File: config.mk
export PLATFORM = sky130hd
export DESIGN_NAME = heq_div
export DESIGN_NICKNAME = d
export VERILOG_FILES = /design/src/rtl/core/assert_macros.svh /design/src/rtl/core/heq_pkg.sv /design/src/rtl/core/heq_div.sv
export SDC_FILE = /design/constraint.sdc
export NUM_CORES = 1
export LEC_CHECK = 0
export ABC_AREA = 1
export BUFFER_PORTS_ARGS = -buffer_cell sky130_fd_sc_hd__buf_2
export CORE_ASPECT_RATIO = 0.8
export CORE_MARGIN = 2
export CORE_UTILIZATION = 41
export CTS_CLUSTER_SIZE = 30
export DETAILED_ROUTE_END_ITERATION = 12
export SYNTH_ARGS = -nofsm -noshare
export SYNTH_HDL_FRONTEND = slang
export SYNTH_SLANG_ARGS = --single-unit
File: constraint.sdc
create_clock -name clk -period 8.6 [get_ports clk]
set_clock_uncertainty 0.1 [all_clocks]
set_input_delay 1.29 -clock clk [delete_from_list [all_inputs] [get_ports clk]]
set_output_delay 1.29 -clock clk [all_outputs]
set_load 0.1 [all_outputs]
File: src/rtl/core/assert_macros.svh
// Assertion helper macros used by the top-level RTL.
`ifndef ASSERT_MACROS_SVH
`define ASSERT_MACROS_SVH
// Implication checked at every clock edge outside reset.
`define HEQ_ASSERT_IMP(label, clk, rst_n, ante, cons, msg) \
  label: assert property (@(posedge clk) disable iff (!rst_n) (ante) |-> (cons)) \
    else $error(msg);
// Next-cycle implication checked outside reset.
`define HEQ_ASSERT_NXT(label, clk, rst_n, ante, cons, msg) \
  label: assert property (@(posedge clk) disable iff (!rst_n) (ante) |=> (cons)) \
    else $error(msg);
`endif

File: src/rtl/core/heq_pkg.sv
// ----------------------------------------------------------------------------
// Histogram equalizer package
// Shared types, constants and sizes of the histogram equalizer.
// ----------------------------------------------------------------------------
package heq_pkg;
  localparam int MAX_PIXELS = 65536;
  localparam int CHANNELS   = 3;
  localparam int NBINS      = 256;
  localparam int CW         = 17;
  localparam int BW         = 8;
  localparam int TW         = 19;
  localparam int NW         = 27;
  localparam logic [CW-1:0] MAX_CNT = CW'(MAX_PIXELS);
  localparam logic [BW-1:0] MAXVAL  = 8'd255;

  typedef enum logic [0:0] {
    OP_ACC = 1'b0,
    OP_MAP = 1'b1
  } op_t;

  localparam logic [1:0] REG_POOLED = 2'd0;
  localparam logic [1:0] REG_CHCNT  = 2'd1;

  typedef struct packed {
    logic          rd_en;
    logic [BW-1:0] rd_addr;
    logic          wr_en;
    logic [BW-1:0] wr_addr;
  } lane_ctl_t;
endpackage

File: src/rtl/core/heq_div.sv
// ----------------------------------------------------------------------------
// Rounding divider
// Restoring divider giving round-half-even of num/den, saturated to 255, one bit per cycle.
// ----------------------------------------------------------------------------
module heq_div (
  input  logic                   clk,
  input  logic                   rst_n,
  input  logic                   start,
  input  logic [heq_pkg::NW-1:0] num,
  input  logic [heq_pkg::TW-1:0] den,
  output logic                   done,
  output logic [heq_pkg::BW-1:0] quot
);
  localparam int CNTW = $clog2(heq_pkg::NW + 1);
  logic [heq_pkg::NW-1:0] q_r, q_nxt;
  logic [heq_pkg::TW:0]   rem_r, rem_nxt;
  logic [heq_pkg::TW-1:0] den_r, den_nxt;
  logic [CNTW-1:0]        cnt_r, cnt_nxt;
  logic                   busy_r, busy_nxt;
  logic                   done_r, done_nxt;
  logic [heq_pkg::TW:0]   sh;
  logic [heq_pkg::TW+1:0] twice;
  logic                   up;
  logic [heq_pkg::NW:0]   qr;

  always_comb begin
    q_nxt    = q_r;
    rem_nxt  = rem_r;
    den_nxt  = den_r;
    cnt_nxt  = cnt_r;
    busy_nxt = busy_r;
    done_nxt = 1'b0;
    sh       = {rem_r[heq_pkg::TW-1:0], q_r[heq_pkg::NW-1]};
    if (start) begin
      q_nxt    = num;
      rem_nxt  = '0;
      den_nxt  = den;
      cnt_nxt  = CNTW'(heq_pkg::NW);
      busy_nxt = 1'b1;
    end else if (busy_r) begin
      if (sh >= {1'b0, den_r}) begin
        rem_nxt = sh - {1'b0, den_r};
        q_nxt   = {q_r[heq_pkg::NW-2:0], 1'b1};
      end else begin
        rem_nxt = sh;
        q_nxt   = {q_r[heq_pkg::NW-2:0], 1'b0};
      end
      cnt_nxt = cnt_r - 1'b1;
      if (cnt_r == CNTW'(1)) begin
        busy_nxt = 1'b0;
        done_nxt = 1'b1;
      end
    end
  end

  assign twice = {rem_r, 1'b0};
  assign up    = (twice > {2'b0, den_r}) || ((twice == {2'b0, den_r}) && q_r[0]);
  assign qr    = {1'b0, q_r} + {{heq_pkg::NW{1'b0}}, up};
  assign quot  = (qr > (heq_pkg::NW+1)'(heq_pkg::MAXVAL)) ? heq_pkg::MAXVAL : qr[heq_pkg::BW-1:0];
  assign done  = done_r;

  always_ff @(posedge clk) begin
    if (!rst_n) begin
      busy_r <= 1'b0;
      done_r <= 1'b0;
      cnt_r  <= '0;
    end else begin
      busy_r <= busy_nxt;
      done_r <= done_nxt;
      cnt_r  <= cnt_nxt;
    end
    q_r   <= q_nxt;
    rem_r <= rem_nxt;
    den_r <= den_nxt;
  end
endmodule

==> results of run 1 <==
[tightest hold or removal path, stage by stage, from the launching register on]
cell and delay [ns]:
dfxtp_1 0.31, nand2_1 0.06, a21oi_1 0.05
[cell usage in the layout, fill, tap and decap left out, types with 2 or more instances in the layout]
master,n
clkbuf_16,9
buf_4,2
a21oi_1,28
nor2_1,57
buf_2,57
inv_1,96
bufinv_16,2
ha_1,23
o21bai_1,2
nand4_1,11
nor3_1,6
edfxtp_1,46
nor2_2,8
nor2_4,7
nand3_1,61
o21ai_0,35
o21ai_1,5
clkinv_4,2
xor2_1,8
a31oi_1,3
dfxtp_1,27
a21o_1,2
o211ai_1,10
nand2_1,234
nor4_1,4
clkinv_2,2
nand3b_1,3
nand3_2,2
nand2_2,8
xnor2_1,7
or2_2,4
[how the worst min path moves through the flow]
stage,from,endpoint,slack (ns),cells past startpoint
floorplan,cnt_r[3],cnt_r[3],0.34,2
global placement,rem_r[13],rem_r[13],0.36,2
detailed placement,rem_r[5],rem_r[5],0.36,2
CTS,cnt_r[3],cnt_r[3],0.37,2
global route,rem_r[14],rem_r[14],0.40,2
finish,cnt_r[3],cnt_r[3],0.37,2
[cell type report]
cell class	count	area, sq um	share of cell area (%)
Tap cell	152	190	3.26
Inverter	97	364	6.24
Sequential cell	73	1920	32.9
Timing Repair Buffer	59	300	5.15
Multi-Input combinational cell	535	2740	46.9
Clock buffer	9	225	3.86
Clock inverter	7	95.1	1.63
[sequential cells by signal, indices dropped and copies added, names as in the netlist]
signal,cells
busy_r,1
cnt_r,5
den_r,19
done,1
q_r,27
rem_r,20
[metal layers]
layer	vias to the layer above	wire (microns)	part of all wire (%)	global-route usage, %
li1	2457	-	-	-
met1	2159	7350	53	34.1
met2	150	5280	38	28.1
met3	17	962	7.0	4.65
met4	0	165	1.2	4.81
met5	-	0	0	0
[cells by family after synthesis]
kind of cell	share of synthesized area, %
AO/OA/AOI/OAI	9.61
XOR/XNOR	2.90
adder cells (fa/ha/maj)	6.05
buffers and inverters	8.51
flip-flops	37.8
AND/OR/NAND/NOR	35.2
[power by group]
group	total, mW	internal, mW	switching, mW
clock	0.410	0.254	0.156
sequential	0.425	0.402	0.0231
combinational	0.132	0.0442	0.0874
total	0.967	0.700	0.266
[metrics by stage]
stage                     setup WS (ns)  power, mW
after floorplan                    3.42      0.514
after global placement             3.34      0.562
after detailed placement           3.25      0.563
after CTS                          2.87      0.975
after global routing               2.38       1.01
final                              2.86      0.967
==> flow_summary.ini, run 1 <==
[outcome]
status = complete, no violations

[finish]
postLayoutCoreUtil_pct = 48.0
final_cells = 932
layout-drive-gt1-share_pct = 13.8
fin_nets = 848
area_growth_pct = 14.6
n_antenna_cell = 0
finalInstanceArea_sq_mm = 0.00583
nFillCells = 1273

[placement]
numPortBuffers = 57
placed_area_sq_mm = 0.00551
routabilityCongestion = 0.977
placed_cells = 916
dpl.hpwl_microns = 10400

[critical_path]
cp-endpoint = quot[6]
crit_fanout = 8
startpoint = den_r[8]
timing.rr.start = q_r[26]
crit_type = reg -> out
start_kind = flop
path_cells = inv_1 > ha_1 > nand2_1 > o21ai_0 > a21oi_1 > nand2_1 > nand2_1 > a21oi_1 > o21bai_1 > inv_1 > ha_1 > ha_1 > inv_1 > nor2_2 > nand2_2 > nor2_4 > nand2_1 > nand2_1 > nand3_1 > nor2_2 > nand2_2 > nor2_4 > nand3_1 > buf_2
path_delay_family = simple AND/OR/NAND/NOR gates
r2r_cells = 10
crit_arrival_ns = 4.35
max_stage_delay_ns = 0.38
cp.depth = 24
timing.critical_path.mode_cell = nand2_1
cpMaxStageDelayCell = ha_1
reg2reg_setup_slack_ns = 5.51
end_kind = primary output
cp.required_ns = 7.21
r2r_end = q_r[0]
path_buf_inv = 4

[clocking]
path_clk_slew_ns = 0.06
cts-resized-gates = 0
post-cts-setup-buffer-count = 0
cts_hold_buf = 0
clockBufferDepth = 2
h-tree-depth = 3
cts_buffers = 9
cts.sinks = 73
root_buffer = clkbuf_16
cts_tree = yes
insertion_delay_ns = 0.34

[synthesis]
netlist-cell-type-count = 38
synth_top_cell_by_area = edfxtp_1
synth.most_common_cell = nand2_1
synth_warnings = 0
synth-seq-cells = 73
yosys_most_used_dff = edfxtp_1
synth_edf_count = 46
synth_top_area_share_pct = 27.1
ys_seq_area_share_pct = 37.8
synthArstFlopShare_pct = 0
netlist_top_cells_count = nand2_1, inv_1, nand3_1, nor2_1, edfxtp_1
syn_area_sq_mm = 0.00509
synth_area_per_cell_sq_um = 7.08
syn_inst = 719
syn-num-nets = 792
yosys-top-cells-area = edfxtp_1, nand2_1, dfxtp_1, inv_1, nand3_1

[timing]
setup_viol = 0
layout_min_cycle_time_ns = 5.74
setup-tns-final_ns = 0
worstMarginPinSlew_ns = 1.19
max_freq_ghz = 0.174
grt_setup_unrepaired = false
finalHoldViolations = 0
slew_violations = 0
min_period_over_period_pct = 66.8
hold_ws_ns = 0.372
maxSlewHeadroom_pct = 20.8

[routing]
drt_iter0_drc = 390
detail-route-antenna-nets = 0
drc_errors = 0
via_count = 4783
viasPerCell = 5.13
drt_pass1_iterations = 5
wire_per_inst_microns = 14.8
finalWirelength_microns = 13800

[floorplanning]
die-width_microns = 129
pin_count = 58
rows = 36
die_area_sq_mm = 0.0133
fp.dieH_microns = 104
start_util_pct = 41.8
coreArea_sq_mm = 0.0122

[power]
ir_drop_mv = 0.109
power_density_mw_per_mm2 = 166
power.leakage_nw = 2.79

[global_routing]
grt_max_degree = 70
grt_util_all_layers_pct = 21.1
grt-ovfl-total = 0
grt_pass1_vias = 4369
antenna_found_initial = 0
grt_pass1_wl_microns = 22300

[hold_path]
hold_class = reg -> reg

[flow_run]
cap_viol_max_count = 0
Note: power is estimated with default switching activity, not from simulation.
==> run 2: changes to the inputs <==
Clock period 8.6 ns to 4.85 ns, I/O delays scaled along.
==> run 2 against run 1 <==
Global-route usage increased by 0.33 points. Non-clock buffer count grew 9. Setup slack got worse by 2.6 ns. Routed wire length up 3.0%. Worst hold slack got worse by 0.0028 ns. Sequential power is 77% higher. Register-to-register slack got worse by 3.8 ns. Utilization is 2.6 points higher. Die area unchanged. Critical endpoint is now quot[5].
==> flow_summary.ini, run 2 (synthesis gave the netlist of run 1 again) <==
[finish]
top_register = q_r
mostFrequentLayoutCell = nand2_1
area_growth_pct = 20.9
n_antenna_cell = 0
layout-drive-gt1-share_pct = 18.0
finalInstanceArea_sq_mm = 0.00615
layout.cells.most_common_list = nand2_1, inv_1, nor2_1
fin_nets = 857
largest_register_ff_count = 27
final_cells = 941
top_regs = q_r: 27 flops, rem_r: 20 flops, den_r: 19 flops

[floorplanning]
pin_count = 58
die_area_sq_mm = 0.0133
fp.dieH_microns = 104
coreArea_sq_mm = 0.0122
die-width_microns = 129
start_util_pct = 41.8
rows = 36

[power]
power.leakage_nw = 2.86
p_total_mw = 1.69
ir_drop_mv = 0.171
power_density_mw_per_mm2 = 274
seq_power_share_pct = 44.7
power.switching_mw = 0.485
intPower_mw = 1.20
comb_power_share_pct = 14.9
swShare_pct = 28.7
p_clk_share_pct = 40.3

[critical_path]
timing.critical_path.mode_cell = nand2_1
max_stage_delay_ns = 0.36
crit_arrival_ns = 3.72
path_buf_inv = 6
cpMaxStageDelayCell = ha_1
cp.required_ns = 4.02
path_delay_family = simple AND/OR/NAND/NOR gates
end_kind = primary output
crit_fanout = 8
crit_type = reg -> out
cp.depth = 27
r2r_cells = 11
start_kind = flop

[placement]
numPortBuffers = 57
dpl.hpwl_microns = 10400
routabilityCongestion = 0.952
placed_cells = 919
placed_area_sq_mm = 0.00554

[outcome]
status = complete, no violations

[clocking]
cts_tree = yes
cts_hold_buf = 0
cts.sinks = 73
insertion_delay_ns = 0.34
path_clk_slew_ns = 0.06
clockBufferDepth = 2
root_buffer = clkbuf_16
h-tree-depth = 3
cts_buffers = 9

[timing]
maxSlewHeadroom_pct = 33.4
max_freq_ghz = 0.220
setup_viol = 0
worstMarginPinSlew_ns = 0.998
min_period_over_period_pct = 93.8
slew_violations = 0
finalHoldViolations = 0
layout_min_cycle_time_ns = 4.55
setup-tns-final_ns = 0

[routing]
wire_per_inst_microns = 15.1
detail-route-antenna-nets = 0
via_count = 4826
drt_iter0_drc = 390
finalWirelength_microns = 14200
drt_pass1_iterations = 5
viasPerCell = 5.13
drc_errors = 0

[global_routing]
grt_max_degree = 69
grt-ovfl-total = 0
grt_pass1_wl_microns = 22500
antenna_found_initial = 0
grt_pass1_vias = 4446
grt_util_all_layers_pct = 21.4

[hold_path]
hold_depth = 2
hold_class = reg -> reg

[flow_run]
cap_viol_max_count = 0
run 2: cell count changes in the layout (fill, tap and decap cells not counted), moves of 3 or more:
cell     delta
ha_1       -10
buf_2       -8
buf_8       +8
nand3_1     -8
nand3_2     +8
buf_4       +7
ha_4        +7
a21oi_1     -5
a21oi_2     +5
ha_2        +3
o21ai_0     -3
o21ai_1     +3
run 2: what timing repair did:
action	CTS	global route
resized for setup	9	47
buffers inserted	0	6
endpoints found under the setup margin	8	8
pin swaps	0	8
run 2: through the flow:
step	worst slack, ns	util, %	hold WS (ns)
final	0.303	50.6	0.369
after global routing	-0.00623	50.6	0.394
after CTS	0.0188	48.1	0.373
after detailed placement	0.256	45.5	0.363
after global placement	0.345	45.5	0.353
after floorplan	0.233	-	0.342
run 2: worst paths after layout:
| path | start | to | slack [ns] |
|---|---|---|---|
| worst max-delay path | den_r[9] | quot[5] | 0.30 |
| worst min-delay path | rem_r[17] | rem_r[17] | 0.37 |
| worst min register to register | rem_r[17] | rem_r[17] | 0.37 |
| worst max register to register | q_r[26] | rem_r[13] | 1.73 |
run 2: routing by layer:
metal | vias up | track usage, % | wire, microns
li1 | 2472 | - | -
met1 | 2204 | 34.6 | 7690
met2 | 146 | 29.4 | 5710
met3 | 4 | 4.24 | 694
met4 | 0 | 3.80 | 67
met5 | - | 0 | 0
run 2: power by group through the flow:
stage,Combinational [mW],Sequential (mW),Clock (mW)
2_1_floorplan,0.161,0.751,0
3_3_place_gp,0.231,0.766,0
3_5_place_dp,0.233,0.766,0
4_1_cts,0.235,0.753,0.697
5_1_grt,0.285,0.760,0.725
6_report,0.252,0.754,0.680
run 2: final cells by class:
| class | instances | area [sq um] |
|---|---|---|
| Fill cell | 1194 | 6010 |
| Clock inverter | 6 | 68.8 |
| Clock buffer | 10 | 229 |
| Multi-Input combinational cell | 535 | 2910 |
| Timing Repair Buffer | 68 | 473 |
| Inverter | 97 | 364 |
| Tap cell | 152 | 190 |
| Sequential cell | 73 | 1920 |
run 2: worst register-to-register path, stage by stage, from the launching register on:
cell and delay (ns):
edfxtp_1 0.48, inv_1 0.13, ha_1 0.27, fa_1 0.43
o21ai_2 0.30, nand3_1 0.11, nand2_1 0.13, nand2_1 0.11
nand2_2 0.50, nand3_1 0.26, nand3_1 0.15, nand2_1 0.05
==> run 3: changes to the inputs <==
Settings changed: CELL_PAD_IN_SITES_DETAIL_PLACEMENT from default to 1, CELL_PAD_IN_SITES_GLOBAL_PLACEMENT from default to 1, CORE_UTILIZATION 41 to 39, PLACE_DENSITY_LB_ADDON from default to 0.1.
==> run 3 against run 2 <==
Utilization shrank 1.7 points. Combinational power increased by 5%. Final cell count grew 2.2%. Routed wire length rose by 16%. Worst hold slack better by 0.0059 ns. Via count rose by 2.0%. Clock power up 10%. Fmax is 0.78% lower. Critical path type unchanged. Critical endpoint is now quot[3].
==> flow_summary.ini, run 3 (synthesis gave the netlist of run 1 again) <==
[floorplanning]
die_area_sq_mm = 0.0140
pin_count = 58
die-width_microns = 132
fp.dieH_microns = 106
rows = 37
start_util_pct = 39.8
coreArea_sq_mm = 0.0128

[power]
swShare_pct = 28.1
p_clk_share_pct = 42.4
seq_power_share_pct = 42.6
ir_drop_mv = 0.191
comb_power_share_pct = 15.0
power.switching_mw = 0.498
intPower_mw = 1.27
power_density_mw_per_mm2 = 284
power.leakage_nw = 2.87
p_total_mw = 1.77

[timing]
worstMarginPinSlew_ns = 1.24
setup-tns-final_ns = 0
layout_min_cycle_time_ns = 4.58
setup_viol = 0
min_period_over_period_pct = 94.5
maxSlewHeadroom_pct = 17.3
slew_violations = 0
finalHoldViolations = 0
max_freq_ghz = 0.218

[routing]
drt_pass1_iterations = 5
drc_errors = 0
finalWirelength_microns = 16500
via_count = 4922
wire_per_inst_microns = 17.1
viasPerCell = 5.12
wl_met1_microns = 8730
dr_wl_met3_microns = 638
dr.max_layer_used = met4
dr_wl_met2_microns = 6930
drt_iter0_drc = 269
detail-route-antenna-nets = 0

[critical_path]
cp-endpoint = quot[3]
end_kind = primary output
crit_fanout = 8
crit_arrival_ns = 3.76
r2r_end = rem_r[15]
crit_type = reg -> out
startpoint = den_r[13]
cp.required_ns = 4.02
reg2reg_setup_slack_ns = 1.61
timing.rr.start = q_r[26]
start_kind = flop
r2r_cells = 12

[finish]
mostFrequentLayoutCell = nand2_1
area_growth_pct = 22.7
top_register = q_r
layout.cells.most_common_list = nand2_1, inv_1, nand3_1, nor2_1, buf_2
top_regs = q_r: 27 flops, rem_r: 20 flops, den_r: 19 flops
largest_register_ff_count = 27
layout-drive-gt1-share_pct = 18.3
fin_nets = 855
n_antenna_cell = 0

[placement]
dpl.hpwl_microns = 12300
numPortBuffers = 57
routabilityCongestion = 0.951

[global_routing]
grt_pass1_vias = 5081
grt_pass1_wl_microns = 26800
grt_util_all_layers_pct = 24.4
grt-ovfl-total = 0
antenna_found_initial = 0
grt_max_degree = 38

[clocking]
cts_buffers = 9
root_buffer = clkbuf_16
cts.sinks = 73
cts_tree = yes
path_clk_slew_ns = 0.06
cts_hold_buf = 0
h-tree-depth = 3
clockBufferDepth = 2
insertion_delay_ns = 0.35

[outcome]
status = complete, no violations

[hold_path]
hold_class = reg -> reg

[flow_run]
cap_viol_max_count = 0
[run 3: worst min path at each step]
stage,cells after the start,end,slack (ns),from
2_1_floorplan,2,cnt_r[3],0.34,cnt_r[3]
3_3_place_gp,2,cnt_r[3],0.36,cnt_r[3]
3_5_place_dp,2,rem_r[9],0.37,rem_r[9]
4_1_cts,2,rem_r[9],0.38,rem_r[9]
5_1_grt,2,rem_r[16],0.40,rem_r[16]
6_report,2,rem_r[1],0.38,rem_r[1]
[run 3: through the flow]
stage | instances | setup slack (ns) | instance area, sq um | hold WS, ns | util (%)
2_1_floorplan | 719 | 0.233 | 5090 | 0.342 | -
3_3_place_gp | 942 | 0.338 | 5560 | 0.357 | 43.5
3_5_place_dp | 942 | 0.220 | 5560 | 0.366 | 43.5
4_1_cts | 958 | 0.00676 | 5960 | 0.376 | 46.7
5_1_grt | 962 | -0.0147 | 6240 | 0.403 | 48.9
6_report | 962 | 0.267 | 6240 | 0.375 | 48.9
[run 3: repair_timing]
item	in CTS	in global routing
pin swaps	1	5
endpoints found under the setup margin	8	8
gates resized for setup	20	40
buffers inserted	0	4
[run 3: final cells by class]
class,instances,area (sq um)
Multi-Input combinational cell,535,2950
Fill cell,1634,6530
Clock buffer,15,332
Clock inverter,1,8.76
Tap cell,175,219
Inverter,97,364
Timing Repair Buffer,66,454
Sequential cell,73,1920
[run 3: worst max-delay path: stages, from the launching register on]
cell and delay (ns):
edfxtp_1 0.33, inv_1 0.05, ha_2 0.37, nand2_1 0.13
inv_1 0.09, nand2_1 0.09, nor2_2 0.15, nand4_1 0.13
nor2_1 0.12, o21bai_1 0.12, inv_1 0.06, ha_2 0.19
ha_4 0.17, inv_1 0.13, nor2_4 0.06, nand2_2 0.09
nor2_4 0.06, buf_4 0.13, nand3_1 0.09, nand3_1 0.10
nor2_2 0.10, nand2_2 0.07, nor2_4 0.10, buf_12 0.14
nand3_1 0.12, buf_12 0.19
[run 3: power by group through the flow]
| stage | clock [mW] | sequential (mW) | combinational (mW) |
|---|---|---|---|
| CTS | 0.765 | 0.755 | 0.248 |
| detailed placement | 0 | 0.767 | 0.243 |
| finish | 0.751 | 0.756 | 0.265 |
| global route | 0.792 | 0.761 | 0.299 |
| global placement | 0 | 0.767 | 0.236 |
| floorplan | 0 | 0.751 | 0.161 |
[run 3: per-layer routing]
layer / vias to the layer above / global-route usage [%]
met5: - / 0
met1: 2371 / 36.7
li1: 2463 / -
met2: 76 / 35.9
met3: 12 / 4.82
met4: 0 / 5.51
